==> src/rtl/rau_pkg.sv <==
`default_nettype none

package rau_pkg;

  // Word width of the arithmetic; operands are the low bits of each field, sign extended.
  localparam int WordWidth  = 32;
  localparam int FieldWidth = 32;
  localparam int MulWidth   = WordWidth + 1;
  localparam int ProdWidth  = 2 * MulWidth;
  localparam int EngWidth   = 2 * WordWidth;
  localparam int ShiftWidth = $clog2(EngWidth);

  typedef enum logic [2:0] {
    OP_ADD    = 3'd0,
    OP_SUB    = 3'd1,
    OP_MUL    = 3'd2,
    OP_DIV    = 3'd3,
    OP_CMP    = 3'd4,
    OP_REDUCE = 3'd5
  } rau_op_e;

  typedef enum logic [1:0] {
    STAT_OK       = 2'd0,
    STAT_ZERO_DEN = 2'd1,
    STAT_RANGE    = 2'd2
  } rau_status_e;

  typedef enum logic [2:0] {
    S_IDLE,
    S_DISPATCH,
    S_MUL,
    S_USE,
    S_GCD,
    S_DONE
  } rau_state_e;

  typedef enum logic [2:0] {
    EN_IDLE,
    EN_COMMON,
    EN_MAIN,
    EN_DIVA,
    EN_DIVB,
    EN_DONE
  } rau_eng_state_e;

  typedef struct packed {
    logic [2:0]                   operation;
    logic signed [FieldWidth-1:0] left_num;
    logic signed [FieldWidth-1:0] left_den;
    logic signed [FieldWidth-1:0] right_num;
    logic signed [FieldWidth-1:0] right_den;
  } rau_in_t;

  typedef struct packed {
    logic signed [FieldWidth-1:0] result_num;
    logic signed [FieldWidth-1:0] result_den;
    logic                         is_equal;
    logic                         is_less;
    logic [1:0]                   status;
  } rau_out_t;

  // Request to the GCD and exact divide engine.
  typedef struct packed {
    logic                start;
    logic [EngWidth-1:0] a;
    logic [EngWidth-1:0] b;
  } rau_eng_req_t;

  // Engine answer: a and b divided by their greatest common divisor.
  typedef struct packed {
    logic                done;
    logic [EngWidth-1:0] qa;
    logic [EngWidth-1:0] qb;
  } rau_eng_rsp_t;

endpackage

`default_nettype wire

==> src/rtl/rau_mul.sv <==
`default_nettype none

module rau_mul import rau_pkg::*; (
  input  logic                        clk_i,
  input  logic signed [MulWidth-1:0]  a_i,
  input  logic signed [MulWidth-1:0]  b_i,
  output logic signed [ProdWidth-1:0] p_o
);

  logic signed [ProdWidth-1:0] p_q;

  // Signed product, registered before anything uses it.
  always_ff @(posedge clk_i) begin
    p_q <= ProdWidth'(a_i) * ProdWidth'(b_i);
  end

  assign p_o = p_q;

endmodule

`default_nettype wire

==> config.mk <==
export PLATFORM = sky130hd
export DESIGN_NAME = rau_mul
export DESIGN_NICKNAME = d
export VERILOG_FILES = /design/src/rtl/rau_pkg.sv /design/src/rtl/rau_mul.sv
export SDC_FILE = /design/constraint.sdc
export NUM_CORES = 2
export LEC_CHECK = 0
export ABC_AREA = 1
export BUFFER_PORTS_ARGS = -buffer_cell sky130_fd_sc_hd__buf_2
export CAP_MARGIN = 30
export CORE_AREA = 2 2 294 296
export CTS_CLUSTER_SIZE = 8
export DETAILED_ROUTE_END_ITERATION = 8
export DIE_AREA = 0 0 296 298
export PLACE_DENSITY = 0.77
export RECOVER_POWER = 50
export SLEW_MARGIN = 15
export SYNTH_ARGS = -nofsm -noshare
export SYNTH_HDL_FRONTEND = slang
export SYNTH_SLANG_ARGS = --single-unit
==> constraint.sdc <==
create_clock -name clk_i -period 7.48 [get_ports clk_i]
set_clock_uncertainty 0.1 [all_clocks]
set_input_delay 0.748 -clock clk_i [delete_from_list [all_inputs] [get_ports clk_i]]
set_output_delay 0.748 -clock clk_i [all_outputs]
set_load 0.05 [all_outputs]
==> out/metrics.csv <==
stage;metric;value;unit
run_status;outcome;complete, no violations;
critical_path;Top cell by count, worst path;fa_1;
yosys;Yosys cell types;35;
critical_path;slowest CP cell;fa_1;
worst_hold_path;HP Class;in -> reg;
routing;post-route ant nets;0;
critical_path;Max stage delay on crit path;0.56;ns
place;detailed placement HPWL;104900;µm
routing;Initial DRT Pass Iterations;6;
critical_path;largest delay contributor family on the critical path;adder cells;
critical_path;largest fanout on the critical path;13;
yosys;async set-reset flop share out of synthesis;0;
critical_path;Critical Path End Type;flip-flop;
timing;Max Fclk;137.7;MHz
layout;filler instances;7548;
floorplan;Initial Util;0.5087;
clocking;TritonCTS Buffers;9;
yosys;top-area cell type share of the netlist area;0.5309;
routing;Post-Route WL;118100;µm
global_routing;grt met3 use;0.04006;
floorplan;Ports;133;
yosys;Seq/Total Area, Yosys;0.03060;
routing;via count;34330;
timing;Final WS setup;0.2160;ns
layout;# nets final;7176;
timing;Final Cycle Share;0.9711;
layout;n_diodes;0;
yosys;area leader, netlist;fa_1;
timing;final setup fails;0;
clocking;deepest clock path buffer count;2;
yosys;top post-synthesis cells by count;inv_1, nand2_1, fa_1;
clocking;Clock Sinks;66;
routing;post-DR wirelength/cell;17.13;µm
timing;min cycle time layout;7.264;ns
critical_path;Crit Path Category;in -> reg;
yosys;Post-Syn Nets;6972;
routing;DRT iter0 DRCs;2307;
critical_path;Worst Path Buf+Inv;9;
timing;Hold Vio Cnt, Final;0;
timing;Total Neg Setup Slack;0;ns
yosys;Synth Instances;5543;
job;max-cap violations;0;
layout;Syn-to-layout area delta;10.31;%
critical_path;Setup crit start;a_i[11];
yosys;Mean Syn Cell Area;7.789;µm²
critical_path;Req. time, crit path;7.61;ns
global_routing;largest net degree at the start of global routing;35;
layout;area occupied by registers;1321;µm²
clocking;clk slew on worst S/H paths;0.06;ns
yosys;most frequent cell after synthesis;inv_1;
timing;worst slew pin tran;0.7254;ns
clocking;CTS tree;built;
yosys;Synth area leaders;fa_1, inv_1, nand2_1;
worst_hold_path;HP Start;a_i[0];
global_routing;vias in the first global route;37800;
floorplan;die width;296;µm
clocking;# hold bufs at CTS;0;
layout;layout cells sized above 1;0.08451;
floorplan;die area;88210;µm²
place;Port Buffers;132;
global_routing;GRT overflow;0;
yosys;EDFF count, synth;0;
critical_path;Worst EP arrival;7.40;ns
global_routing;GRT Max-Usage Layer;met2;
global_routing;met2 Usage GRT;0.4885;
global_routing;antenna violations before repair;4;
yosys;Cell Area, Synth;43170;µm²
global_routing;met1 layer usage reported by global route;0.3492;
yosys;Top FF cell, synth;dfxtp_1;
routing;drt via density;4.978;
floorplan;Core Region;84880;µm²
timing;final hold slack;0.9567;ns
layout;area occupied by multi-input gates;33810;µm²
layout;max reg flops;66;
global_routing;first-pass GRT wire length;195500;µm
routing;DRC viols;0;
clocking;CTS root buf;clkbuf_16;
timing;Slew Limit Headroom;0.5164;
yosys;Yosys warnings;0;
critical_path;Startpoint Class;primary input;
timing;Max Slew Vio Count;0;
yosys;#FFs+latches synth;66;
place;GP Congestion;0.9742;
place;DP Worst Slack;-0.3817;ns
floorplan;Core Rows;107;
floorplan;die height;298;µm
global_routing;Tot GR Track Use;0.2841;
clocking;H-tree levels;3;
==> routing by layer <==
| metal | vias up | wire (µm) | share of wire |
|---|---|---|---|
| met4 | 6 | 7082 | 0.060 |
| met1 | 17040 | 43810 | 0.37 |
| met3 | 419 | 8689 | 0.074 |
| met2 | 1474 | 58530 | 0.50 |
| li1 | 15390 | - | - |
| met5 | - | 35 | 0.00030 |
==> metrics by stage <==
| step | area (µm²) | instances | util |
|---|---|---|---|
| after floorplan | 43180 | 5543 | - |
| after global routing | 47620 | 6895 | 0.5611 |
| after detailed placement | 47220 | 6870 | 0.5563 |
| after CTS | 47520 | 6885 | 0.5598 |
| after global placement | 47190 | 6869 | 0.5560 |
| final | 47620 | 6895 | 0.5611 |
==> cell families after synthesis <==
logic type               after synthesis  share of synthesized area
buffers and inverters               2158                     0.1876
AND/OR/NAND/NOR                     1810                     0.1659
adder cells (fa/ha/maj)             1362                     0.5938
AO/OA/AOI/OAI                        106                    0.01377
flip-flops                            66                    0.03060
XOR/XNOR                              41                   0.008317
==> area by class of cell <==
type,count,area share
multi-input combinational,3319,0.7099
inverter,1895,0.1494
timing repair buffer,456,0.07674
tap,1144,0.03006
sequential,66,0.02774
clock buffer,10,0.005018
clock inverter,5,0.001156
==> cell usage in the layout, fill, tap and decap left out, types with 8 or more instances in the layout <==
cell | netlist | layout
inv_1 | 1894 | 1893
nand2_1 | 1517 | 1517
fa_1 | 1145 | 1140
buf_4 | 0 | 277
ha_1 | 217 | 214
nor2_1 | 131 | 126
nand3_1 | 70 | 70
dfxtp_1 | 66 | 66
clkbuf_1 | 262 | 63
a21oi_1 | 61 | 60
buf_2 | 0 | 56
buf_12 | 0 | 47
xor2_1 | 37 | 37
nor2_2 | 20 | 25
nand4_1 | 19 | 19
o21ai_0 | 19 | 18
nand2_2 | 17 | 17
o21bai_1 | 14 | 14
clkbuf_4 | 0 | 12
clkbuf_16 | 0 | 9
nand3_2 | 8 | 8
==> path summary, 6_finish.rpt <==
path,depth (start not counted),slack [ns],end
worst max-delay path,26,0.22,p_o[57]
worst min-delay path,4,0.96,p_o[0]
==> what timing repair did <==
action / in CTS / in global routing
gates resized for setup: 0 / 31
buffers inserted: 0 / 10
endpoints found under the setup margin: 0 / 25
Power is not shown: default switching activity piles up to over one toggle a cycle in this logic, so the estimate is an artifact.
